**config.mk**
```make
export PLATFORM = sky130hd
export DESIGN_NAME = short_run_pixel_filter_flat
export DESIGN_NICKNAME = d
export VERILOG_FILES = /design/src/hw/rtl/srpf_pkg.sv /design/src/hw/rtl/srpf_stream_if.sv /design/src/hw/rtl/short_run_pixel_filter.sv /design/src/hw/rtl/srpf_front.sv /design/src/hw/rtl/srpf_cmd_fifo.sv /design/src/hw/rtl/srpf_back.sv /design/src/flat_wrapper.sv
export SDC_FILE = /design/constraint.sdc
export NUM_CORES = 1
export LEC_CHECK = 0
export BUFFER_PORTS_ARGS = -buffer_cell sky130_fd_sc_hd__buf_2
export CAP_MARGIN = 0
export CORE_MARGIN = 2
export CORE_UTILIZATION = 60
export CTS_CLUSTER_SIZE = 40
export DETAILED_ROUTE_END_ITERATION = 10
export GPL_TIMING_DRIVEN = 0
export PLACE_DENSITY = 0.74
export SYNTH_ARGS = -nofsm -noshare
export SYNTH_HDL_FRONTEND = slang
export SYNTH_SLANG_ARGS = --single-unit
```
**constraint.sdc**
```tcl
create_clock -name i_clk -period 4.25 [get_ports i_clk]
set_input_delay 0 -clock i_clk [delete_from_list [all_inputs] [get_ports i_clk]]
set_output_delay 0 -clock i_clk [all_outputs]
set_load 0.01 [all_outputs]
```
**src/hw/rtl/srpf_pkg.sv**
```systemverilog
package srpf_pkg;

    // Pixel and register widths
    localparam int PIX_W     = 8;
    localparam int MIN_RUN_W = 7;
    localparam int CFG_W     = 7;

    // Defaults for the top level parameters
    localparam int MAX_RUN_DEF   = 64;
    localparam int CMD_DEPTH_DEF = 4;

    // Register reset values
    localparam logic [MIN_RUN_W-1:0] MIN_RUN_RST  = 7'd30;
    localparam logic                 POLARITY_RST = 1'b0;

    // Values written over a cleared run
    localparam logic [PIX_W-1:0] FILL_HI = 8'hFF;
    localparam logic [PIX_W-1:0] FILL_LO = 8'h00;

    // Configuration register indexes
    typedef enum logic [0:0] {
        CFG_MIN_RUN  = 1'b0,
        CFG_POLARITY = 1'b1
    } t_cfg_idx;

    // Control part of one command from the front to the back
    typedef struct packed {
        logic wr;       // store the pixel in the run buffer
        logic keep;     // flushed pixels go out unchanged, else as fill
        logic fill_hi;  // fill value is 255, else 0
        logic emit;     // pixel goes out after the flush
        logic done;     // emitted pixel closes the line
    } t_cmd_ctl;

endpackage

```
**src/hw/rtl/srpf_stream_if.sv**
```systemverilog
// Input pixel channel
interface srpf_in_if;
    logic                      valid;
    logic                      ready;
    logic [srpf_pkg::PIX_W-1:0] pixel_in;
    logic                      line_first;
    logic                      line_last;

    modport source (output valid, output pixel_in, output line_first, output line_last,
                    input ready);
    modport sink   (input valid, input pixel_in, input line_first, input line_last,
                    output ready);
endinterface

// Output pixel channel
interface srpf_out_if;
    logic                      valid;
    logic                      ready;
    logic [srpf_pkg::PIX_W-1:0] pixel_out;
    logic                      burst_last;
    logic                      line_done;

    modport source (output valid, output pixel_out, output burst_last, output line_done,
                    input ready);
    modport sink   (input valid, input pixel_out, input burst_last, input line_done,
                    output ready);
endinterface

```
**src/hw/rtl/short_run_pixel_filter.sv**
```systemverilog
// Path: an item passes through the command queue, the back-end sequencer, the
// read stage and the output register.
// Throughput: in the back end a passed pixel takes a command pop and then an emit,
// a held pixel a pop only, and a released run one pixel per cycle; the back end
// reads one run-buffer entry per cycle while the read stage can take it.
// Reset: synchronous, active low; clears run state, command queue and output
// valid, loads min_run 30 and polarity 0. The run buffer is not cleared.
module short_run_pixel_filter #(
    parameter int MAX_RUN   = srpf_pkg::MAX_RUN_DEF,
    parameter int CMD_DEPTH = srpf_pkg::CMD_DEPTH_DEF
) (
    input  logic                       i_clk,
    input  logic                       i_rst_n,
    input  logic                       i_cfg_we,
    input  srpf_pkg::t_cfg_idx         i_cfg_idx,
    input  logic [srpf_pkg::CFG_W-1:0] i_cfg_data,
    srpf_in_if.sink                    i_in,
    srpf_out_if.source                 o_out
);

    localparam int AW = $clog2(MAX_RUN);
    localparam int CW = $clog2(MAX_RUN + 1);
    localparam int QW = $bits(srpf_pkg::t_cmd_ctl) + srpf_pkg::PIX_W + AW + CW;

    logic                       cmd_push, cmd_pop, cmd_full, cmd_empty;
    srpf_pkg::t_cmd_ctl         push_ctl, pop_ctl;
    logic [srpf_pkg::PIX_W-1:0] push_pix, pop_pix;
    logic [AW-1:0]              push_idx, pop_idx;
    logic [CW-1:0]              push_cnt, pop_cnt;
    logic [QW-1:0]              push_data, pop_data;

    // Front: register file, run tracking, command build
    srpf_front #(
        .MAX_RUN (MAX_RUN)
    ) u_front (
        .i_clk      (i_clk),
        .i_rst_n    (i_rst_n),
        .i_cfg_we   (i_cfg_we),
        .i_cfg_idx  (i_cfg_idx),
        .i_cfg_data (i_cfg_data),
        .i_in       (i_in),
        .i_cmd_full (cmd_full),
        .o_cmd_push (cmd_push),
        .o_cmd_ctl  (push_ctl),
        .o_cmd_pix  (push_pix),
        .o_cmd_idx  (push_idx),
        .o_cmd_cnt  (push_cnt)
    );

    assign push_data = {push_ctl, push_pix, push_idx, push_cnt};
    assign {pop_ctl, pop_pix, pop_idx, pop_cnt} = pop_data;

    // Command queue between front and back
    srpf_cmd_fifo #(
        .W     (QW),
        .DEPTH (CMD_DEPTH)
    ) u_cmd_fifo (
        .i_clk   (i_clk),
        .i_rst_n (i_rst_n),
        .i_push  (cmd_push),
        .i_data  (push_data),
        .i_pop   (cmd_pop),
        .o_data  (pop_data),
        .o_full  (cmd_full),
        .o_empty (cmd_empty)
    );

    // Back: run buffer, flush sequencer, output register
    srpf_back #(
        .MAX_RUN (MAX_RUN)
    ) u_back (
        .i_clk       (i_clk),
        .i_rst_n     (i_rst_n),
        .i_cmd_empty (cmd_empty),
        .i_cmd_ctl   (pop_ctl),
        .i_cmd_pix   (pop_pix),
        .i_cmd_idx   (pop_idx),
        .i_cmd_cnt   (pop_cnt),
        .o_cmd_pop   (cmd_pop),
        .o_out       (o_out)
    );

`ifndef SYNTH
    // A run released on reaching the threshold includes the pixel just stored
    a_release_len: assert property (@(posedge i_clk) disable iff (!i_rst_n)
        (cmd_push && push_ctl.wr && push_cnt != '0) |-> (push_cnt == CW'(push_idx) + CW'(1)))
        else $error("released run length does not match the stored pixel");

    // A command that neither stores nor emits would lose its pixel
    a_no_drop: assert property (@(posedge i_clk) disable iff (!i_rst_n)
        cmd_push |-> (push_ctl.wr || push_ctl.emit))
        else $error("command drops its pixel");

    // Held pixels flushed without an emit must come from the storing command
    a_flush_only: assert property (@(posedge i_clk) disable iff (!i_rst_n)
        (cmd_pop && !pop_ctl.emit && pop_cnt != '0) |-> (pop_ctl.wr && pop_ctl.keep))
        else $error("flush without emit is not a threshold release");

    // The queue is never popped while empty
    a_pop_empty: assert property (@(posedge i_clk) disable iff (!i_rst_n)
        cmd_empty |-> !cmd_pop)
        else $error("command queue popped while empty");
`endif

endmodule

```
**src/hw/rtl/srpf_front.sv**
```systemverilog
module srpf_front #(
    parameter int MAX_RUN = srpf_pkg::MAX_RUN_DEF
) (
    input  logic                          i_clk,
    input  logic                          i_rst_n,
    input  logic                          i_cfg_we,
    input  srpf_pkg::t_cfg_idx            i_cfg_idx,
    input  logic [srpf_pkg::CFG_W-1:0]    i_cfg_data,
    srpf_in_if.sink                       i_in,
    input  logic                          i_cmd_full,
    output logic                          o_cmd_push,
    output srpf_pkg::t_cmd_ctl            o_cmd_ctl,
    output logic [srpf_pkg::PIX_W-1:0]    o_cmd_pix,
    output logic [$clog2(MAX_RUN)-1:0]    o_cmd_idx,
    output logic [$clog2(MAX_RUN+1)-1:0]  o_cmd_cnt
);

    localparam int AW = $clog2(MAX_RUN);
    localparam int CW = $clog2(MAX_RUN + 1);
    localparam int TW = (CW > srpf_pkg::MIN_RUN_W) ? CW : srpf_pkg::MIN_RUN_W;

    logic [srpf_pkg::MIN_RUN_W-1:0] r_min_run;
    logic                           r_polarity;
    logic [CW-1:0]                  r_len, n_len;
    logic                           r_conf, n_conf;

    logic          active;
    logic [TW-1:0] thr;
    logic [CW-1:0] len_inc;

    // Configuration registers
    always_ff @(posedge i_clk) begin
        if (!i_rst_n) begin
            r_min_run  <= srpf_pkg::MIN_RUN_RST;
            r_polarity <= srpf_pkg::POLARITY_RST;
        end else if (i_cfg_we) begin
            case (i_cfg_idx)
                srpf_pkg::CFG_MIN_RUN:  r_min_run  <= i_cfg_data[srpf_pkg::MIN_RUN_W-1:0];
                srpf_pkg::CFG_POLARITY: r_polarity <= i_cfg_data[0];
                default: ;
            endcase
        end
    end

    // Effective threshold, clamped to 1..MAX_RUN
    always_comb begin
        if (r_min_run == '0) begin
            thr = TW'(1);
        end else if (TW'(r_min_run) > TW'(MAX_RUN)) begin
            thr = TW'(MAX_RUN);
        end else begin
            thr = TW'(r_min_run);
        end
    end

    assign active  = r_polarity ? (i_in.pixel_in == '0) : (i_in.pixel_in != '0);
    assign len_inc = r_len + CW'(1);

    assign i_in.ready = !i_cmd_full;
    assign o_cmd_push = i_in.valid && !i_cmd_full;
    assign o_cmd_pix  = i_in.pixel_in;
    assign o_cmd_idx  = r_len[AW-1:0];

    // Classify the pixel and build the command
    always_comb begin
        o_cmd_ctl         = '0;
        o_cmd_ctl.fill_hi = r_polarity;
        o_cmd_cnt         = r_len;
        n_len             = r_len;
        n_conf            = r_conf;
        if (i_in.line_first) begin
            // line start: held pixels go out unchanged
            o_cmd_ctl.keep = 1'b1;
            o_cmd_ctl.emit = 1'b1;
            o_cmd_ctl.done = i_in.line_last;
            n_len          = '0;
            n_conf         = 1'b0;
        end else if (i_in.line_last) begin
            // run reaching the border is kept
            o_cmd_ctl.keep = active;
            o_cmd_ctl.emit = 1'b1;
            o_cmd_ctl.done = 1'b1;
            n_len          = '0;
            n_conf         = 1'b0;
        end else if (!active) begin
            // short run ended: cleared to fill
            o_cmd_ctl.emit = 1'b1;
            n_len          = '0;
            n_conf         = 1'b0;
        end else if (r_conf) begin
            o_cmd_ctl.emit = 1'b1;
            o_cmd_cnt      = '0;
        end else begin
            // hold the pixel; release the whole run once it is long enough
            o_cmd_ctl.wr = 1'b1;
            if (TW'(len_inc) >= thr) begin
                o_cmd_ctl.keep = 1'b1;
                o_cmd_cnt      = len_inc;
                n_len          = '0;
                n_conf         = 1'b1;
            end else begin
                o_cmd_cnt = '0;
                n_len     = len_inc;
            end
        end
    end

    // Run tracking state
    always_ff @(posedge i_clk) begin
        if (!i_rst_n) begin
            r_len  <= '0;
            r_conf <= 1'b0;
        end else if (o_cmd_push) begin
            r_len  <= n_len;
            r_conf <= n_conf;
        end
    end

endmodule

```
**src/hw/rtl/srpf_cmd_fifo.sv**
```systemverilog
module srpf_cmd_fifo #(
    parameter int W     = 8,
    parameter int DEPTH = srpf_pkg::CMD_DEPTH_DEF
) (
    input  logic         i_clk,
    input  logic         i_rst_n,
    input  logic         i_push,
    input  logic [W-1:0] i_data,
    input  logic         i_pop,
    output logic [W-1:0] o_data,
    output logic         o_full,
    output logic         o_empty
);

    localparam int PW = (DEPTH > 1) ? $clog2(DEPTH) : 1;
    localparam int NW = $clog2(DEPTH + 1);

    logic [W-1:0]  r_mem [DEPTH];
    logic [PW-1:0] r_wp, r_rp;
    logic [NW-1:0] r_cnt;

    assign o_full  = (r_cnt == NW'(DEPTH));
    assign o_empty = (r_cnt == '0);
    assign o_data  = r_mem[r_rp];

    // Entry storage
    always_ff @(posedge i_clk) begin
        if (i_push) begin
            r_mem[r_wp] <= i_data;
        end
    end

    // Pointers and fill level
    always_ff @(posedge i_clk) begin
        if (!i_rst_n) begin
            r_wp  <= '0;
            r_rp  <= '0;
            r_cnt <= '0;
        end else begin
            if (i_push) begin
                r_wp <= (r_wp == PW'(DEPTH - 1)) ? '0 : r_wp + PW'(1);
            end
            if (i_pop) begin
                r_rp <= (r_rp == PW'(DEPTH - 1)) ? '0 : r_rp + PW'(1);
            end
            case ({i_push, i_pop})
                2'b10:   r_cnt <= r_cnt + NW'(1);
                2'b01:   r_cnt <= r_cnt - NW'(1);
                default: r_cnt <= r_cnt;
            endcase
        end
    end

endmodule

```
**src/hw/rtl/srpf_back.sv**
```systemverilog
module srpf_back #(
    parameter int MAX_RUN = srpf_pkg::MAX_RUN_DEF
) (
    input  logic                          i_clk,
    input  logic                          i_rst_n,
    input  logic                          i_cmd_empty,
    input  srpf_pkg::t_cmd_ctl            i_cmd_ctl,
    input  logic [srpf_pkg::PIX_W-1:0]    i_cmd_pix,
    input  logic [$clog2(MAX_RUN)-1:0]    i_cmd_idx,
    input  logic [$clog2(MAX_RUN+1)-1:0]  i_cmd_cnt,
    output logic                          o_cmd_pop,
    srpf_out_if.source                    o_out
);

    localparam int AW = $clog2(MAX_RUN);
    localparam int CW = $clog2(MAX_RUN + 1);

    typedef enum logic [2:0] {
        S_IDLE  = 3'b001,
        S_FLUSH = 3'b010,
        S_PIX   = 3'b100
    } t_state;

    // Sequencer
    t_state                     r_state, n_state;
    logic [AW-1:0]              r_idx, n_idx;
    logic [AW-1:0]              r_end, n_end;
    logic                       r_keep, n_keep;
    logic                       r_fill_hi, n_fill_hi;
    logic                       r_emit, n_emit;
    logic                       r_done, n_done;
    logic [srpf_pkg::PIX_W-1:0] r_pix, n_pix;

    // Run buffer
    logic [srpf_pkg::PIX_W-1:0] r_buf [MAX_RUN];
    logic [srpf_pkg::PIX_W-1:0] r_rd_data;
    logic                       rd_en, wr_en;

    // Read stage
    logic                       r_s1_v;
    logic                       r_s1_mem, r_s1_keep, r_s1_fill_hi, r_s1_last, r_s1_done;
    logic [srpf_pkg::PIX_W-1:0] r_s1_pix;
    logic                       s1_load, s1_mem, s1_last, s1_done;
    logic                       s1_free, s1_move;
    logic [srpf_pkg::PIX_W-1:0] s1_value;

    // Output stage
    logic                       r_o_v;
    logic [srpf_pkg::PIX_W-1:0] r_o_pix;
    logic                       r_o_last, r_o_done;

    assign s1_move = r_s1_v && (!r_o_v || o_out.ready);
    assign s1_free = !r_s1_v || s1_move;
    assign wr_en   = o_cmd_pop && i_cmd_ctl.wr;

    // Command sequencing: pop, flush held pixels, then the pixel itself
    always_comb begin
        n_state   = r_state;
        n_idx     = r_idx;
        n_end     = r_end;
        n_keep    = r_keep;
        n_fill_hi = r_fill_hi;
        n_emit    = r_emit;
        n_done    = r_done;
        n_pix     = r_pix;
        o_cmd_pop = 1'b0;
        rd_en     = 1'b0;
        s1_load   = 1'b0;
        s1_mem    = 1'b0;
        s1_last   = 1'b0;
        s1_done   = 1'b0;
        case (r_state)
            S_IDLE: begin
                if (!i_cmd_empty) begin
                    o_cmd_pop = 1'b1;
                    n_idx     = '0;
                    n_end     = AW'(i_cmd_cnt - CW'(1));
                    n_keep    = i_cmd_ctl.keep;
                    n_fill_hi = i_cmd_ctl.fill_hi;
                    n_emit    = i_cmd_ctl.emit;
                    n_done    = i_cmd_ctl.done;
                    n_pix     = i_cmd_pix;
                    if (i_cmd_cnt != '0) begin
                        n_state = S_FLUSH;
                    end else if (i_cmd_ctl.emit) begin
                        n_state = S_PIX;
                    end
                end
            end
            S_FLUSH: begin
                if (s1_free) begin
                    rd_en   = 1'b1;
                    s1_load = 1'b1;
                    s1_mem  = 1'b1;
                    s1_last = (r_idx == r_end) && !r_emit;
                    n_idx   = r_idx + AW'(1);
                    if (r_idx == r_end) begin
                        n_state = r_emit ? S_PIX : S_IDLE;
                    end
                end
            end
            S_PIX: begin
                if (s1_free) begin
                    s1_load = 1'b1;
                    s1_last = 1'b1;
                    s1_done = r_done;
                    n_state = S_IDLE;
                end
            end
            default: n_state = S_IDLE;
        endcase
    end

    always_ff @(posedge i_clk) begin
        if (!i_rst_n) begin
            r_state <= S_IDLE;
        end else begin
            r_state <= n_state;
        end
    end

    always_ff @(posedge i_clk) begin
        r_idx     <= n_idx;
        r_end     <= n_end;
        r_keep    <= n_keep;
        r_fill_hi <= n_fill_hi;
        r_emit    <= n_emit;
        r_done    <= n_done;
        r_pix     <= n_pix;
    end

    // Run buffer: write on the pop of a storing command, registered read while flushing
    always_ff @(posedge i_clk) begin
        if (wr_en) begin
            r_buf[i_cmd_idx] <= i_cmd_pix;
        end
        if (rd_en) begin
            r_rd_data <= r_buf[r_idx];
        end
    end

    // Read stage valid
    always_ff @(posedge i_clk) begin
        if (!i_rst_n) begin
            r_s1_v <= 1'b0;
        end else if (s1_load) begin
            r_s1_v <= 1'b1;
        end else if (s1_move) begin
            r_s1_v <= 1'b0;
        end
    end

    always_ff @(posedge i_clk) begin
        if (s1_load) begin
            r_s1_mem     <= s1_mem;
            r_s1_keep    <= r_keep;
            r_s1_fill_hi <= r_fill_hi;
            r_s1_pix     <= r_pix;
            r_s1_last    <= s1_last;
            r_s1_done    <= s1_done;
        end
    end

    // Held pixel unchanged or replaced by the fill value
    always_comb begin
        if (!r_s1_mem) begin
            s1_value = r_s1_pix;
        end else if (r_s1_keep) begin
            s1_value = r_rd_data;
        end else begin
            s1_value = r_s1_fill_hi ? srpf_pkg::FILL_HI : srpf_pkg::FILL_LO;
        end
    end

    // Output register
    always_ff @(posedge i_clk) begin
        if (!i_rst_n) begin
            r_o_v <= 1'b0;
        end else if (s1_move) begin
            r_o_v <= 1'b1;
        end else if (o_out.ready) begin
            r_o_v <= 1'b0;
        end
    end

    always_ff @(posedge i_clk) begin
        if (s1_move) begin
            r_o_pix  <= s1_value;
            r_o_last <= r_s1_last;
            r_o_done <= r_s1_done;
        end
    end

    assign o_out.valid      = r_o_v;
    assign o_out.pixel_out  = r_o_pix;
    assign o_out.burst_last = r_o_last;
    assign o_out.line_done  = r_o_done;

endmodule

```
**src/flat_wrapper.sv**
```systemverilog
// flat-port wrapper written by rule: the top's interface ports become plain ports
module short_run_pixel_filter_flat 
#(
    parameter int MAX_RUN   = srpf_pkg::MAX_RUN_DEF,
    parameter int CMD_DEPTH = srpf_pkg::CMD_DEPTH_DEF
)
  (i_clk, i_rst_n, i_cfg_we, i_cfg_idx, i_cfg_data, i_in_valid, i_in_pixel_in, i_in_line_first, i_in_line_last, i_in_ready, o_out_valid, o_out_pixel_out, o_out_burst_last, o_out_line_done, o_out_ready);
  srpf_in_if i_in_i ();
  srpf_out_if o_out_i ();
  input  logic i_clk;
  input  logic i_rst_n;
  input  logic i_cfg_we;
  input  srpf_pkg::t_cfg_idx i_cfg_idx;
  input  logic [srpf_pkg::CFG_W-1:0] i_cfg_data;
  input wire logic [$bits(i_in_i.valid)-1:0] i_in_valid;
  input wire logic [$bits(i_in_i.pixel_in)-1:0] i_in_pixel_in;
  input wire logic [$bits(i_in_i.line_first)-1:0] i_in_line_first;
  input wire logic [$bits(i_in_i.line_last)-1:0] i_in_line_last;
  output wire logic [$bits(i_in_i.ready)-1:0] i_in_ready;
  output wire logic [$bits(o_out_i.valid)-1:0] o_out_valid;
  output wire logic [$bits(o_out_i.pixel_out)-1:0] o_out_pixel_out;
  output wire logic [$bits(o_out_i.burst_last)-1:0] o_out_burst_last;
  output wire logic [$bits(o_out_i.line_done)-1:0] o_out_line_done;
  input wire logic [$bits(o_out_i.ready)-1:0] o_out_ready;
  assign i_in_i.valid = i_in_valid;
  assign i_in_i.pixel_in = i_in_pixel_in;
  assign i_in_i.line_first = i_in_line_first;
  assign i_in_i.line_last = i_in_line_last;
  assign i_in_ready = i_in_i.ready;
  assign o_out_valid = o_out_i.valid;
  assign o_out_pixel_out = o_out_i.pixel_out;
  assign o_out_burst_last = o_out_i.burst_last;
  assign o_out_line_done = o_out_i.line_done;
  assign o_out_i.ready = o_out_ready;
  short_run_pixel_filter #(.MAX_RUN(MAX_RUN), .CMD_DEPTH(CMD_DEPTH)) u_core (.i_clk(i_clk), .i_rst_n(i_rst_n), .i_cfg_we(i_cfg_we), .i_cfg_idx(i_cfg_idx), .i_cfg_data(i_cfg_data), .i_in(i_in_i), .o_out(o_out_i));
endmodule
```
==> metrics.txt <==
outcome finished clean; share of layout cells above drive strength 1 18.5%; fin area 0.0311 sq mm; CP Capture Type register; # nets final 1634; Mapped Area 0.0276 sq mm; flops & latches, synth 701; post-placement cell area 0.0286 sq mm; HPWL after DPL 40.2 mm; worst endpoint required time 4.58 ns; routed wire length 64.5 mm; met1 wire length 24.8 mm; Synth Instances 1450; CTS H-tree lvls 3; gr ovfl total 0; WL/cell 28.7 um; fin crit share 91.8%; DIE AREA 0.0478 sq mm; vias in the first global route 14400; Rel. slew slack 3.58%; Top FF cell, synth edfxtp_1; critical path arrival 4.23 ns; RSZ-0062 raised after global routing false; max-slew violations 0; Layout area overhead 12.4%; Core Area 0.0455 sq mm; sequential-to-total area share from yosys stat 75.0%; Die Wd 219 um; io pins 35; CP Class register to register; type of origin of the critical path register; CTS max path bufs 3; critical path fanouts, max 10; Post-Syn Nets 1490; Yosys cell types 69; Tmin final 3.90 ns; Syn Area/Cell 19.1 sq um; Hold Crit Class primary input to register; Pwr per Cell Area 650 mW/mm^2; met2 WL post-DR 31.2 mm; Static Leak 10.1 nW; number of CTS-inserted buffers 69; peak supply drop 0.439 mV; final core area utilization 68.3%; most common cell after layout, fill and taps aside edfxtp_1; Final Hold Viols 0; Ant. Diodes 0; Final setup violation count 0; clk slew on worst S/H paths 0.06 ns; starting density of the core 60.8%; Fin Setup TNS 0 ns; total track usage 27.7%; CTS root buf clkbuf_16; setup bufs post-CTS 0; clk_skew 0.0181 ns; DIE HEIGHT 219 um; slew at the pin closest to its max-slew limit 1.45 ns; ANT nets after route 0; drc violations 0; Max Cap Viol 0; initial antenna violation count 0; port bufs 34; Routability Congestion 0.903; Pwr Total 0.0202 W; Vias/cell 6.45; first-pass GRT wire length 93.3 mm; Max Freq 0.256 GHz; 1st-pass router iterations 5; synth warn 0; routed wl met3 6.04 mm; largest net degree at the start of global routing 66; Starting DRT DRC Count 1790; final hold slack 0.178 ns; Vias 14500; max layer used met4; std cell rows 78; later-pin clock latency in the skew report 0.61 ns; CTS tree done; EDFF count, synth 671; Post-synth ARST share 0%; CTS sink count 701; most frequent cells in the layout edfxtp_1, mux4_2, nor2_1
[flip-flops by register name, summed over array words and instances (netlist names), 3 cells and up, named ones only]
register,count
u_core.u_back.r_state,3
u_core.u_back.r_idx,6
u_core.u_back.r_pix,8
u_core.u_front.r_min_run,7
u_core.u_back.r_rd_data,8
u_core.u_front.r_len,7
u_core.u_cmd_fifo.r_mem,104
u_core.u_cmd_fifo.r_cnt,3
u_core.u_back.r_s1_pix,8
u_core.u_back.r_end,6
u_core.u_back.r_buf,512
u_core.u_back.o_out.pixel_out,8
[cells in the mapped netlist (all sizes together), types with 4 or more instances]
library cell,number,area [sq um]
a22oi,7,52.6
buf,35,203
or2b,4,35.0
mux2i,73,731
a21o,5,37.5
dfxtp,30,601
and2,5,31.3
nor2,105,394
and3,11,68.8
a21boi,12,90.1
nand2b,11,68.8
ha,16,200
mux4,135,3060
o21ai,28,140
clkbuf,32,151
xor2,12,105
inv,23,86.3
o21a,4,30.0
nand4,5,31.3
nand3b,8,60.1
edfxtp,671,20100
a211oi,22,165
a21oi,27,135
nor2b,14,87.6
nor4,4,40.0
nand3,15,75.1
nor3,6,30.0
o22ai,19,119
or3,5,32.5
nand2,58,218
xnor2,9,78.8
[critical path, stage by stage (launching register included)]
cell and delay [ns]:
edfxtp_1 0.34, buf_2 0.25, buf_1 0.61, buf_1 1.01, a211oi_1 0.30, a21oi_1 0.50
nor2_1 0.08, o31ai_1 0.53
[logic make-up after synthesis]
kind of cell / count (synthesis) / share of synthesized area [%]
AOI/OAI and AO/OA: 147 / 3.48
xor gates and xnor gates: 21 / 0.665
adders and majority gates: 17 / 0.796
buffers and inverters: 91 / 1.61
DFF: 701 / 75.0
muxes: 210 / 13.8
and+or+nand+nor: 263 / 4.62
[area by class of cell]
| type | count | area, sq um |
|---|---|---|
| Buffer | 67 | 354 |
| Clock buffer | 91 | 1830 |
| Clock inverter | 30 | 256 |
| Fill cell | 2887 | 14400 |
| Inverter | 24 | 90.1 |
| Multi-Input combinational cell | 658 | 6460 |
| Sequential cell | 701 | 20700 |
| Tap cell | 600 | 751 |
| Timing Repair Buffer | 73 | 578 |
[layer usage]
| metal | vias to the layer above | global-route usage, % |
|---|---|---|
| li1 | 6129 | - |
| met1 | 7425 | 37.8 |
| met4 | 0 | 11.5 |
| met3 | 140 | 5.98 |
| met2 | 775 | 43.9 |
| met5 | - | 0 |
[report_power, final]
| part | switching (W) | total, W | internal [W] |
|---|---|---|---|
| Combinational | 0.00374 | 0.00565 | 0.00191 |
| Clock | 0.00251 | 0.00568 | 0.00318 |
| Sequential | 0.000133 | 0.00885 | 0.00872 |
| Total | 0.00638 | 0.0202 | 0.0138 |
[final timing paths]
path | start | to | slack, ns | cells past startpoint
min | i_in_pixel_in[2] | u_core.u_cmd_fifo.r_mem[0][15] | 0.18 | 2
max | u_core.u_back.r_idx[1] | u_core.u_back.r_rd_data[6] | 0.35 | 7
max reg2reg | u_core.u_back.r_idx[1] | u_core.u_back.r_rd_data[6] | 0.35 | 7
min reg2reg | u_core.u_back.r_pix[4] | u_core.u_back.r_s1_pix[4] | 0.42 | 0
[metrics by stage]
stage | std cells | setup slack, ns
2_1_floorplan | 1450 | 1.39
3_3_place_gp | 2084 | 0.533
3_5_place_dp | 2085 | 0.485
4_1_cts | 2244 | 0.462
5_1_grt | 2244 | 0.367
6_report | 2244 | 0.348
[timing repair]
action | in CTS | in global routing
hold buffers | 38 | 0
hold endpoints to repair | 68 | 0
resized for setup | 0 | 0
setup endpoints to repair | 0 | 0
Note: power is estimated with default switching activity, not from simulation.
